## config.mk

```make
export PLATFORM = sky130hd
export DESIGN_NAME = bthome_object_parser
export DESIGN_NICKNAME = d
export VERILOG_FILES = /design/src/bop_pkg.sv /design/src/bop_decode.sv /design/src/bthome_object_parser.sv
export SDC_FILE = /design/constraint.sdc
export NUM_CORES = 1
export LEC_CHECK = 0
export BUFFER_PORTS_ARGS = -buffer_cell sky130_fd_sc_hd__buf_4
export CORE_AREA = 2 2 169 129
export DETAILED_ROUTE_END_ITERATION = 8
export DIE_AREA = 0 0 171 131
export PLACE_DENSITY = 0.73
export SYNTH_ARGS = -nofsm -noshare
export SYNTH_HDL_FRONTEND = slang
export SYNTH_SLANG_ARGS = --single-unit
```

## constraint.sdc

```tcl
create_clock -name clock -period 8.5 [get_ports clock]
set_clock_uncertainty 0.1 [all_clocks]
set_input_delay 0.85 -clock clock [delete_from_list [all_inputs] [get_ports clock]]
set_output_delay 0.85 -clock clock [all_outputs]
set_load 0.01 [all_outputs]
```

## src/bop_pkg.sv

```systemverilog
`timescale 1ns / 1ps
`default_nettype none
// ----------------------------------------------------------------------------
// bop_pkg
// Shared types, object codes and the object length table for the BTHome v2
// object parser.
// ----------------------------------------------------------------------------
package bop_pkg;

   // device-info byte for version 2, unencrypted
   localparam logic [7:0] HdrPlainV2  = 8'h40;
   // first object type that is not understood
   localparam logic [7:0] TypeLimit   = 8'h61;
   // length code meaning the first data byte carries the length
   localparam logic [3:0] LenVariable = 4'd15;

   // measurement object types
   localparam logic [7:0] TypeBattery    = 8'h01;
   localparam logic [7:0] TypeTemp       = 8'h02;
   localparam logic [7:0] TypeHumid      = 8'h03;
   localparam logic [7:0] TypeVolt       = 8'h0C;
   localparam logic [7:0] TypeHumidU8    = 8'h2E;
   localparam logic [7:0] TypeTempX10    = 8'h45;
   localparam logic [7:0] TypeTempS8     = 8'h57;
   localparam logic [7:0] TypeTempS8X35  = 8'h58;

   // quantity codes
   localparam logic [1:0] QtyTemp    = 2'd0;
   localparam logic [1:0] QtyHumid   = 2'd1;
   localparam logic [1:0] QtyBattery = 2'd2;
   localparam logic [1:0] QtyVolt    = 2'd3;

   // packet status codes
   localparam logic [1:0] StatusOk        = 2'd0;
   localparam logic [1:0] StatusBadHeader = 2'd1;
   localparam logic [1:0] StatusUnknown   = 2'd2;
   localparam logic [1:0] StatusTruncated = 2'd3;

   // data bytes per object type
   localparam logic [3:0] ObjLenTable [0:96] = '{
      4'd1, 4'd1, 4'd2, 4'd2, 4'd3, 4'd3, 4'd2, 4'd2,
      4'd2, 4'd1, 4'd3, 4'd3, 4'd2, 4'd2, 4'd2, 4'd1,
      4'd1, 4'd1, 4'd2, 4'd2, 4'd2, 4'd1, 4'd1, 4'd1,
      4'd1, 4'd1, 4'd1, 4'd1, 4'd1, 4'd1, 4'd1, 4'd1,
      4'd1, 4'd1, 4'd1, 4'd1, 4'd1, 4'd1, 4'd1, 4'd1,
      4'd1, 4'd1, 4'd1, 4'd1, 4'd1, 4'd1, 4'd1, 4'd1,
      4'd0, 4'd0, 4'd0, 4'd0, 4'd0, 4'd0, 4'd0, 4'd0,
      4'd0, 4'd0, 4'd1, 4'd0, 4'd2, 4'd2, 4'd4, 4'd2,
      4'd2, 4'd2, 4'd3, 4'd2, 4'd2, 4'd2, 4'd1, 4'd2,
      4'd2, 4'd2, 4'd2, 4'd3, 4'd4, 4'd4, 4'd4, 4'd4,
      4'd4, 4'd2, 4'd2, 4'd15, 4'd15, 4'd4, 4'd2, 4'd1,
      4'd1, 4'd1, 4'd2, 4'd4, 4'd4, 4'd2, 4'd2, 4'd2,
      4'd1
   };

   // decoded measurement of one completed object
   typedef struct packed {
      logic        hit;
      logic [1:0]  qty;
      logic [15:0] value;
   } meas_type;

   function automatic logic [3:0] obj_len(input logic [7:0] obj_type);
      logic [3:0] len;
      len = 4'd0;
      if (obj_type < TypeLimit) begin
         len = ObjLenTable[obj_type[6:0]];
      end
      return len;
   endfunction

endpackage
`default_nettype wire

```

## src/bop_decode.sv

```systemverilog
`timescale 1ns / 1ps
`default_nettype none
// ----------------------------------------------------------------------------
// bop_decode
// Turns a completed object into a scaled 16-bit measurement, or no hit for
// types that carry no temperature, humidity, battery or voltage.
// ----------------------------------------------------------------------------
module bop_decode (
   input  wire logic [7:0]       obj_type,
   input  wire logic [15:0]      obj_data,
   output bop_pkg::meas_type     meas
);

   logic [15:0] sext_lo;
   logic [26:0] div_prod;

   assign sext_lo  = {{8{obj_data[7]}}, obj_data[7:0]};
   // d / 100 == (d >> 2) / 25, reciprocal 5243 / 2^17 is exact over 14 bits
   assign div_prod = 27'(obj_data[15:2]) * 27'd5243;

   always_comb begin
      meas = '0;
      case (obj_type)
         bop_pkg::TypeTemp: begin
            meas = '{hit: 1'b1, qty: bop_pkg::QtyTemp, value: obj_data};
         end
         bop_pkg::TypeTempX10: begin
            meas = '{hit: 1'b1, qty: bop_pkg::QtyTemp, value: 16'(obj_data * 16'd10)};
         end
         bop_pkg::TypeTempS8: begin
            meas = '{hit: 1'b1, qty: bop_pkg::QtyTemp, value: 16'(sext_lo * 16'd100)};
         end
         bop_pkg::TypeTempS8X35: begin
            meas = '{hit: 1'b1, qty: bop_pkg::QtyTemp, value: 16'(sext_lo * 16'd35)};
         end
         bop_pkg::TypeHumid: begin
            meas = '{hit: 1'b1, qty: bop_pkg::QtyHumid, value: obj_data};
         end
         bop_pkg::TypeHumidU8: begin
            meas = '{hit: 1'b1, qty: bop_pkg::QtyHumid,
                     value: 16'({8'b0, obj_data[7:0]} * 16'd100)};
         end
         bop_pkg::TypeBattery: begin
            meas = '{hit: 1'b1, qty: bop_pkg::QtyBattery, value: {8'b0, obj_data[7:0]}};
         end
         bop_pkg::TypeVolt: begin
            meas = '{hit: 1'b1, qty: bop_pkg::QtyVolt, value: {6'b0, div_prod[26:17]}};
         end
         default: begin
            meas = '0;
         end
      endcase
   end

endmodule
`default_nettype wire

```

## src/bthome_object_parser.sv

```systemverilog
`timescale 1ns / 1ps
`default_nettype none
// ----------------------------------------------------------------------------
// bthome_object_parser
// Splits a BTHome v2 service-data payload, one byte per beat, into objects
// and gives one result per completed measurement object and per packet end.
// ----------------------------------------------------------------------------
//  channel  dir  handshake            beat
//  req_     in   req_valid/req_stall  one payload byte with packet marks, slot
//  rsp_     out  rsp_valid/rsp_stall  measurement update and/or packet end
//
//  one byte per cycle unless rsp_stall holds a waiting result; a result leaves
//  through the input register, then the result register
//  bytes that complete no object and carry no end mark give no result beat
//  reset clears the pipeline and the parser state; no clearing pass
//  rsp_stall holds the result register and, with a byte waiting behind it,
//  raises req_stall in the same cycle
// ----------------------------------------------------------------------------
module bthome_object_parser #(
   parameter int unsigned SLOT_COUNT = 4
) (
   input  wire logic        clock,
   input  wire logic        reset,

   input  wire logic        req_valid,
   output logic             req_stall,
   input  wire logic [7:0]  req_data_byte,
   input  wire logic        req_first_byte,
   input  wire logic        req_last_byte,
   input  wire logic [1:0]  req_sensor_slot,

   output logic             rsp_valid,
   input  wire logic        rsp_stall,
   output logic             rsp_update_valid,
   output logic [1:0]       rsp_update_slot,
   output logic [1:0]       rsp_quantity,
   output logic [15:0]      rsp_measured_value,
   output logic             rsp_packet_end,
   output logic [1:0]       rsp_packet_status
);

   // input register
   logic        in_valid_ff, in_valid_in;
   logic [7:0]  in_byte_ff;
   logic        in_first_ff, in_last_ff;
   logic [1:0]  in_slot_ff;

   // parser state
   logic        hdr_ok_ff, hdr_ok_in;
   logic        stopped_ff, stopped_in;
   logic [7:0]  obj_type_ff, obj_type_in;
   logic [8:0]  obj_len_ff, obj_len_in;
   logic [8:0]  obj_cnt_ff, obj_cnt_in;
   logic [15:0] obj_data_ff, obj_data_in;
   logic [1:0]  end_status_ff, end_status_in;

   // result register
   logic        out_valid_ff, out_valid_in;
   logic        out_upd_ff;
   logic [1:0]  out_slot_ff;
   logic [1:0]  out_qty_ff;
   logic [15:0] out_value_ff;
   logic        out_end_ff;
   logic [1:0]  out_status_ff;

   logic              out_blocked;
   logic              advance;
   logic              req_take;
   logic              upd;
   logic              emit;
   logic [1:0]        status;
   logic [3:0]        type_len;
   logic [8:0]        cnt_next;
   bop_pkg::meas_type meas;

   assign out_blocked = out_valid_ff & rsp_stall;
   assign advance     = in_valid_ff & ~out_blocked;
   assign req_stall   = in_valid_ff & out_blocked;
   assign req_take    = req_valid & ~req_stall;
   assign in_valid_in = req_stall ? in_valid_ff : req_valid;

   assign type_len = bop_pkg::obj_len(in_byte_ff);
   assign cnt_next = obj_cnt_ff + 9'd1;

   bop_decode u_decode (
      .obj_type (obj_type_ff),
      .obj_data (obj_data_in),
      .meas     (meas)
   );

   always_comb begin
      hdr_ok_in     = hdr_ok_ff;
      stopped_in    = stopped_ff;
      obj_type_in   = obj_type_ff;
      obj_len_in    = obj_len_ff;
      obj_cnt_in    = obj_cnt_ff;
      obj_data_in   = obj_data_ff;
      end_status_in = end_status_ff;
      upd           = 1'b0;
      status        = bop_pkg::StatusOk;

      if (in_first_ff) begin
         hdr_ok_in     = (in_byte_ff == bop_pkg::HdrPlainV2);
         stopped_in    = 1'b0;
         obj_cnt_in    = 9'd0;
         obj_len_in    = 9'd0;
         obj_data_in   = 16'd0;
         end_status_in = hdr_ok_in ? bop_pkg::StatusOk : bop_pkg::StatusBadHeader;
      end else if (hdr_ok_ff && !stopped_ff) begin
         if (obj_cnt_ff == 9'd0) begin
            // type byte
            if (in_byte_ff >= bop_pkg::TypeLimit) begin
               stopped_in    = 1'b1;
               end_status_in = bop_pkg::StatusUnknown;
            end else begin
               obj_type_in = in_byte_ff;
               obj_data_in = 16'd0;
               obj_len_in  = (type_len == bop_pkg::LenVariable) ? 9'd0
                                                                : {5'b0, type_len} + 9'd1;
               // empty objects never open
               obj_cnt_in  = (type_len == 4'd0) ? 9'd0 : 9'd1;
            end
         end else begin
            if (cnt_next == 9'd2) begin
               obj_data_in = {8'b0, in_byte_ff};
               if (bop_pkg::obj_len(obj_type_ff) == bop_pkg::LenVariable) begin
                  obj_len_in = {1'b0, in_byte_ff} + 9'd2;
               end
            end else if (cnt_next == 9'd3) begin
               obj_data_in = obj_data_ff | {in_byte_ff, 8'b0};
            end
            if (cnt_next == obj_len_in) begin
               upd        = meas.hit;
               obj_cnt_in = 9'd0;
            end else begin
               obj_cnt_in = cnt_next;
            end
         end
      end

      if (32'(in_slot_ff) >= SLOT_COUNT) begin
         upd = 1'b0;
      end

      if (in_last_ff) begin
         if (!hdr_ok_in) begin
            status = bop_pkg::StatusBadHeader;
         end else if (stopped_in) begin
            status = bop_pkg::StatusUnknown;
         end else if (obj_cnt_in != 9'd0) begin
            status = bop_pkg::StatusTruncated;
         end else begin
            status = end_status_in;
         end
         hdr_ok_in     = 1'b0;
         stopped_in    = 1'b0;
         obj_cnt_in    = 9'd0;
         obj_len_in    = 9'd0;
         end_status_in = bop_pkg::StatusBadHeader;
      end
   end

   assign emit = upd | in_last_ff;

   always_comb begin
      if (advance) begin
         out_valid_in = emit;
      end else if (!rsp_stall) begin
         out_valid_in = 1'b0;
      end else begin
         out_valid_in = out_valid_ff;
      end
   end

   always_ff @(posedge clock) begin
      if (reset) begin
         in_valid_ff   <= 1'b0;
         out_valid_ff  <= 1'b0;
         hdr_ok_ff     <= 1'b0;
         stopped_ff    <= 1'b0;
         obj_type_ff   <= 8'd0;
         obj_len_ff    <= 9'd0;
         obj_cnt_ff    <= 9'd0;
         obj_data_ff   <= 16'd0;
         end_status_ff <= 2'd0;
      end else begin
         in_valid_ff  <= in_valid_in;
         out_valid_ff <= out_valid_in;
         if (advance) begin
            hdr_ok_ff     <= hdr_ok_in;
            stopped_ff    <= stopped_in;
            obj_type_ff   <= obj_type_in;
            obj_len_ff    <= obj_len_in;
            obj_cnt_ff    <= obj_cnt_in;
            obj_data_ff   <= obj_data_in;
            end_status_ff <= end_status_in;
         end
      end
   end

   always_ff @(posedge clock) begin
      if (req_take) begin
         in_byte_ff  <= req_data_byte;
         in_first_ff <= req_first_byte;
         in_last_ff  <= req_last_byte;
         in_slot_ff  <= req_sensor_slot;
      end
      if (advance && emit) begin
         out_upd_ff    <= upd;
         out_slot_ff   <= in_slot_ff;
         out_qty_ff    <= upd ? meas.qty : 2'd0;
         out_value_ff  <= upd ? meas.value : 16'd0;
         out_end_ff    <= in_last_ff;
         out_status_ff <= in_last_ff ? status : bop_pkg::StatusOk;
      end
   end

   assign rsp_valid          = out_valid_ff;
   assign rsp_update_valid   = out_upd_ff;
   assign rsp_update_slot    = out_slot_ff;
   assign rsp_quantity       = out_qty_ff;
   assign rsp_measured_value = out_value_ff;
   assign rsp_packet_end     = out_end_ff;
   assign rsp_packet_status  = out_status_ff;

endmodule
`default_nettype wire

```

* Yosys cells after proc, flatten, opt, wreduce, memory -nomap -nowiden
Memory sizes are Yosys's and may differ from the RTL's.
Cells that the tools add are included.
W data, S select, Z words.
** Storage, ports and cells
- Flip-flop bits (word level) :: 84
- Memory bits (read-only) :: 1024
- Input bits :: 16
- Output and inout port bits :: 26
- Word-level logic and storage cells :: 130
- Memories :: 2
** Memories
- (name not given) :: depth 128, width 4, rd ports 1, clocked after memory_dff 0, write ports 0, line bop_pkg.sv:67 : len = ObjLenTable[obj_type[6:0]];
- (name not given) :: depth 128, width 4, rd ports 1, clocked after memory_dff 0, write ports 0, line bop_pkg.sv:67
** Operators by class
- $add $sub $neg :: 3
- Multipliers :: 5
- $lt $le $gt $ge :: 5
- Equality and inequality tests :: 16
- Muxes and demuxes :: 57
- Bitwise operators :: 12
- Reductions and logical operators :: 10
** Operators with widths (number)
- $pmux W19 S8 :: 1
- $mux W9 :: 16
- $mux W16 :: 6
- $mux W4 :: 10
- $eq A8 B7 Y1 const B :: 4
- $mul A14 B13 Y27 const B :: 1
- $eq A9 B2 Y1 const B :: 2
- $eq A8 B2 Y1 const B :: 2
- $ge A8 B8 Y1 const B :: 2
- $lt A8 B7 Y1 const B :: 2
- $mul A16 B3 Y15 const B :: 1
- $mul A16 B5 Y14 const B :: 1
- $mux W1 :: 16
- $not A7 Y8 :: 2
- $or A16 B16 Y16 :: 1
- $mul A8 B7 Y15 const B :: 1
- $mux W2 :: 7
- $mul A8 B5 Y13 const B :: 1
- $add A8 B2 Y9 const B :: 1
- $add A9 B1 Y9 const B :: 1
- $eq A9 B9 Y1 :: 1
- $logic_not A9 Y1 :: 1
- $reduce_bool A9 Y1 :: 1
- $eq A4 B4 Y1 const B :: 2
- other kinds (18) :: 25

* Logic depth before layout (Yosys ltp)
- Depth in word-level cells :: 24
- Depth in mapped cells :: 33

* Cells and area by module
A second synthesis with hierarchy kept.
** Second synthesis, totals
- Cell total of the unflattened synthesis :: 1311
- Area, all modules :: 11323.4 sq um
** Modules (own cells, without submodules)
- bop_decode :: instances 1, cells each 724, area each 6237.2 sq um, seq. area each 0.0 sq um
- bthome_object_parser :: instances 1, cells each 587, area each 5086.1 sq um, seq. area each 2042.0 sq um

* Least setup slack after synthesis
No wires, ideal clock.
- Path kind :: register to register
- From :: register obj_cnt_ff[0]
- To :: register out_value_ff[6], in the netlist rsp_measured_value[6], data pin
- Arrival :: 7855 ps
- Required time :: 8248 ps
- Slack :: 393 ps
- Stages on the path, launching flop included :: 29
- Path through :: dfxtp_1 ha_1 nand4_1 o21a_1 or4b_4 buf_6 nor4_1 a22o_1 nand2_1 inv_1 ha_1 ha_1 fa_1 fa_1 inv_1 fa_1 inv_1 ha_1 a21o_1 a21oi_1 nand2_1 a21oi_1 o41a_1 o41ai_1 or2_2 a21oi_1 xnor2_1 nand2_1 a31oi_1
** RTL lines
- start, declared :: line bthome_object_parser.sv:53 : logic [8:0] obj_cnt_ff, obj_cnt_in;
- start signal, assigned :: line bthome_object_parser.sv:194 : obj_cnt_ff <= obj_cnt_in;
- $add A9 B1 Y9 :: line bthome_object_parser.sv:83 : assign cnt_next = obj_cnt_ff + 9'd1;
- $eq A9 B2 Y1 :: line bthome_object_parser.sv:129 : end else if (cnt_next == 9'd3) begin
- $mux W16 :: line bthome_object_parser.sv:129
- $mux W16 :: line bthome_object_parser.sv:124 : if (cnt_next == 9'd2) begin
- $mux W16 * :: line bthome_object_parser.sv:110 : if (obj_cnt_ff == 9'd0) begin
- $mux W16 * :: line bthome_object_parser.sv:109 : end else if (hdr_ok_ff && !stopped_ff) begin
- $mux W16 * :: line bthome_object_parser.sv:102 : if (in_first_ff) begin
- net obj_data_in[7] :: line bthome_object_parser.sv:54 : logic [15:0] obj_data_ff, obj_data_in;
- $mul A14 B13 Y27 * :: line bop_decode.sv:19 : assign div_prod = 27'(obj_data[15:2]) * 27'd5243;
- $pmux W19 S8 * :: line bop_decode.sv:23 : case (obj_type)
- end signal, assigned :: line bthome_object_parser.sv:212 : out_value_ff <= upd ? meas.value : 16'd0;
- end, declared :: line bthome_object_parser.sv:62 : logic [15:0] out_value_ff;
The timed path passes the listed nets; every way through them passes the cells marked *. The select of a mux whose other input is x is not followed.
A chain may end at the register's enable or synchronous reset.

* Final worst setup path
- From :: register obj_cnt_ff[1]
- To :: register out_value_ff[6], in the netlist rsp_measured_value[6], data pin
** RTL lines (line)
- $add A9 B1 Y9 :: bthome_object_parser.sv:83
- $eq A9 B2 Y1 :: bthome_object_parser.sv:129
- $mux W16 :: bthome_object_parser.sv:129
- $mux W16 :: bthome_object_parser.sv:124
- $mux W16 * :: bthome_object_parser.sv:110
- $mux W16 * :: bthome_object_parser.sv:109
- $mux W16 * :: bthome_object_parser.sv:102
- net obj_data_in[6] :: bthome_object_parser.sv:54
- $mul A14 B13 Y27 / $mul A8 B7 Y15 (equally long branches) :: bop_decode.sv:19, bop_decode.sv:34
- $pmux W19 S8 * :: bop_decode.sv:23
Marked as above.

==> impl_metrics.py <==
metrics = {
    "worst_setup_path": {
        "worstPathRequired_ns": 8.58,
        "cp_top_family": "adder cells",
        "path_buf_inv": 5,
        "critical_path.max_fanout": 10,
        "critPathMaxStageDelay_ns": 0.61,
        "cp_slowest_cell": "or4b_4",
        "startpoint_type": "register",
        "crit_arrival_ns": 8.10,
        "critPathKind": "register to register",
        "end_kind": "register",
    },
    "timing": {
        "worst_pin_slew_ns": 1.22,
        "clock.fmax_mhz": 125,
        "slew-limit-headroom": 0.182,
        "fin_crit_ns": 8.02,
        "finalHoldViolCount": 0,
        "slew_violations": 0,
        "rsz0062_at_grt": "false",
        "final.period_utilization": 0.943,
        "timing.hold.ws_ns": 0.325,
        "setup_viol": 0,
        "setup-tns-final_ns": 0,
    },
    "yosys": {
        "yosys_register_bits": 84,
        "syn_nets": 1560,
        "synth_top_area_cell": "ha_1",
        "synth-edff-count": 36,
        "ys_warn_count": 0,
        "synthTopCellsByArea": "ha_1 (20%), fa_1 (16%), edfxtp_1 (9.8%), dfxtp_1 (8.7%), inv_1 (7.4%)",
        "muxShareOfSynthArea": 0.0170,
        "synth_compound_area_frac": 0.164,
        "synth_top_family_by_area": "adder cells",
        "synth_cells": 1282,
        "yosys.area_share.simple": 0.142,
        "synth_adder_area_share": 0.357,
        "synth_xor_area_frac": 0.0420,
        "yosys_most_used_dff": "dfxtp_1",
        "synth_area_per_cell_um2": 8.63,
        "yosys.area.top_type_share": 0.196,
        "synth-async-reset-ratio": 0,
        "synthDistinctLibCells": 77,
        "synth_area_um2": 11100,
        "yosysSeqAreaShare": 0.185,
    },
    "global_routing": {
        "grt_pass1_vias": 8906,
        "grt_first_pass_wirelength_mm": 48.1,
        "grt_max_degree": 49,
        "antenna_found_initial": 0,
        "gr-total-overflow": 0,
        "gr-usage-all-layers": 0.280,
    },
    "floorplan": {
        "ios": 42,
        "dieArea_um2": 22400,
        "num_rows": 46,
        "start_util": 0.531,
        "die_y_um": 131,
        "die_x_um": 171,
        "coreArea_um2": 20800,
    },
    "detailed_routing": {
        "route.detailed.drc": 0,
        "ant_nets": 0,
        "drt-total-wl_mm": 30.4,
        "first_pass_iters": 8,
        "post_drt_wl_per_cell_um": 18.9,
        "vias": 9410,
        "drt_iter0_markers": 1167,
        "viasPerCell": 5.86,
    },
    "cells_and_area": {
        "stdcell_count": 1607,
        "fillCellCount": 1910,
        "fin_nets": 1592,
        "area_growth_syn_to_layout_pct": 9.31,
        "design_area_um2": 12100,
        "diodes": 0,
        "drive_gt1_frac": 0.0895,
    },
    "outcome": {
        "status": "finished, final reports clean",
    },
    "place": {
        "port_buffers": 41,
        "globalplace.congestion": 0.970,
        "dpl_cell_area_um2": 11700,
        "placed_cells": 1591,
        "post-dp-hpwl_mm": 24.4,
    },
    "cts": {
        "clock-root-buffer": "clkbuf_16",
        "cts.clk_slew.worst_paths_ns": 0.07,
        "cts-buffers-inserted": 9,
        "clk_path_buf_depth": 2,
        "cts_setup_buffers": 0,
        "cts_sinks": 84,
        "cts_tree": "yes",
        "clk_latency_ns": 0.35,
        "htreeDepth": 3,
    },
    "power": {
        "power.density_nw_per_um2": 75.1,
        "peakVddDrop_mv": 0.0739,
        "power.leakage_uw": 0.00600,
    },
    "job": {
        "cap_violations": 0,
    },
    "worst_hold_path": {
        "hold_path_class": "register to register",
    },
}
[logic make-up (layout without fill, tap and decap cells)]
group	count (synthesis)	count (layout)
mux	17	17
compound gates	271	271
fa+ha+maj	262	262
xor+xnor	53	53
flops	84	84
simple gates	327	327
buf+inv	268	305
[final cells by class]
type	count	area, µm²	area share
clock inverters	6	71.3	0.00590
flip-flops and latches	84	2040	0.169
well taps	288	360	0.0298
multi-input cells	930	8030	0.664
repair buffers	71	533	0.0441
inverters	218	822	0.0680
clock buffers	10	229	0.0189
[final timing paths]
path              cells after the start  slack [ns]                                  end                  startpoint
setup / recovery                     28        0.48  rsp_measured_value[6]$_SDFFCE_PN0P_  obj_cnt_ff[1]$_SDFFE_PP0P_
hold / removal                        0        0.32         rsp_update_slot[0]$_DFFE_PP_     in_slot_ff[0]$_DFFE_PP_
setup reg to reg                     28        0.48  rsp_measured_value[6]$_SDFFCE_PN0P_  obj_cnt_ff[1]$_SDFFE_PP0P_
hold reg to reg                       0        0.32         rsp_update_slot[0]$_DFFE_PP_     in_slot_ff[0]$_DFFE_PP_
[placed cells by master (no fill, tap or decap), types with 9 or more instances in the layout]
cell	count
nand3_1	22
a31oi_1	16
xor2_1	18
o211ai_1	15
a22oi_1	19
nor2b_1	12
buf_4	71
xnor2_1	35
a21o_1	24
edfxtp_1	36
clkbuf_16	9
nor3_1	20
o21ai_0	40
and2_1	10
ha_1	171
nand2_1	109
a21oi_1	71
fa_1	89
nor2_1	84
mux2i_1	12
nand2b_1	10
inv_1	217
dfxtp_1	47
[cell usage after synthesis (3+ instances only)]
| library cell | number |
|---|---|
| xor2_1 | 18 |
| nor4_1 | 9 |
| nor3b_1 | 4 |
| clkbuf_1 | 42 |
| o21bai_1 | 6 |
| a221oi_1 | 9 |
| a21oi_1 | 72 |
| o41ai_1 | 4 |
| a22oi_1 | 19 |
| dfxtp_1 | 48 |
| fa_1 | 89 |
| inv_1 | 218 |
| nor2b_1 | 12 |
| nand3b_1 | 5 |
| o21ai_0 | 40 |
| or2_2 | 4 |
| ha_1 | 173 |
| a21boi_0 | 6 |
| and2_1 | 10 |
| nand2b_1 | 10 |
| or3_1 | 5 |
| buf_2 | 3 |
| a22o_1 | 4 |
| o22ai_1 | 5 |
| a31o_2 | 3 |
| nor2_1 | 86 |
| o21a_1 | 5 |
| a211oi_1 | 4 |
| mux2i_1 | 12 |
| nand4_1 | 7 |
| o211ai_1 | 15 |
| xnor2_1 | 35 |
| edfxtp_1 | 36 |
| a21o_1 | 24 |
| mux2_2 | 4 |
| a211o_1 | 4 |
| nor3_1 | 22 |
| a222oi_1 | 5 |
| a2bb2oi_1 | 3 |
| and3_1 | 7 |
| nand3_1 | 22 |
| nand2_1 | 109 |
| a31oi_1 | 16 |
[per-layer routing]
metal	wire, µm	track usage	share of wire	up-vias
met1	14300	0.428	0.47	4504
li1	-	-	-	4427
met3	3230	0.0639	0.11	48
met5	0	0	0	-
met4	524	0.0583	0.017	0
met2	12300	0.401	0.41	431
[state kept, by name (all words and copies together) (netlist names)]
signal and cells:
hdr_ok_ff 1, end_status_ff 2, in_slot_ff 2, in_last_ff 1, stopped_ff 1, in_byte_ff 8, rsp_quantity 2, rsp_measured_value 16
rsp_update_valid 1, rsp_update_slot 2, obj_cnt_ff 9, in_valid_ff 1, obj_type_ff 8, in_first_ff 1, obj_data_ff 16, rsp_packet_end 1
rsp_packet_status 2, rsp_valid 1, obj_len_ff 9
[metrics by stage]
| step | power [µW] | util | setup WS, ns |
|---|---|---|---|
| final | 908 | 0.580 | 0.481 |
| after global routing | 933 | 0.580 | 0.0165 |
| after floorplan | 483 | - | 0.393 |
| after CTS | 908 | 0.578 | 0.0541 |
| after detailed placement | 511 | 0.564 | 0.0983 |
| after global placement | 510 | 0.564 | 0.409 |
[report_power, final]
group          leakage [µW]  internal (µW)  switching, µW  total (µW)
logic               0.00510           24.6           46.9        71.5
clock network      0.000140            231            174         404
registers          0.000762            426           6.60         433
[worst register-to-register path: cells and delay by family, from the launching register on]
| family | cells | cell delay, ns |
|---|---|---|
| fa+ha+maj | 7 | 2.66 |
| compound gates | 9 | 1.92 |
| simple gates | 6 | 1.86 |
| buf+inv | 5 | 0.73 |
| flops | 1 | 0.43 |
| xor+xnor | 1 | 0.16 |
[repair_timing]
item / in CTS / in global routing
gates resized for setup: 0 / 11
hold buffers: 0 / 0
setup endpoints to repair: 0 / 10
Power figures use the tool's default switching activity.
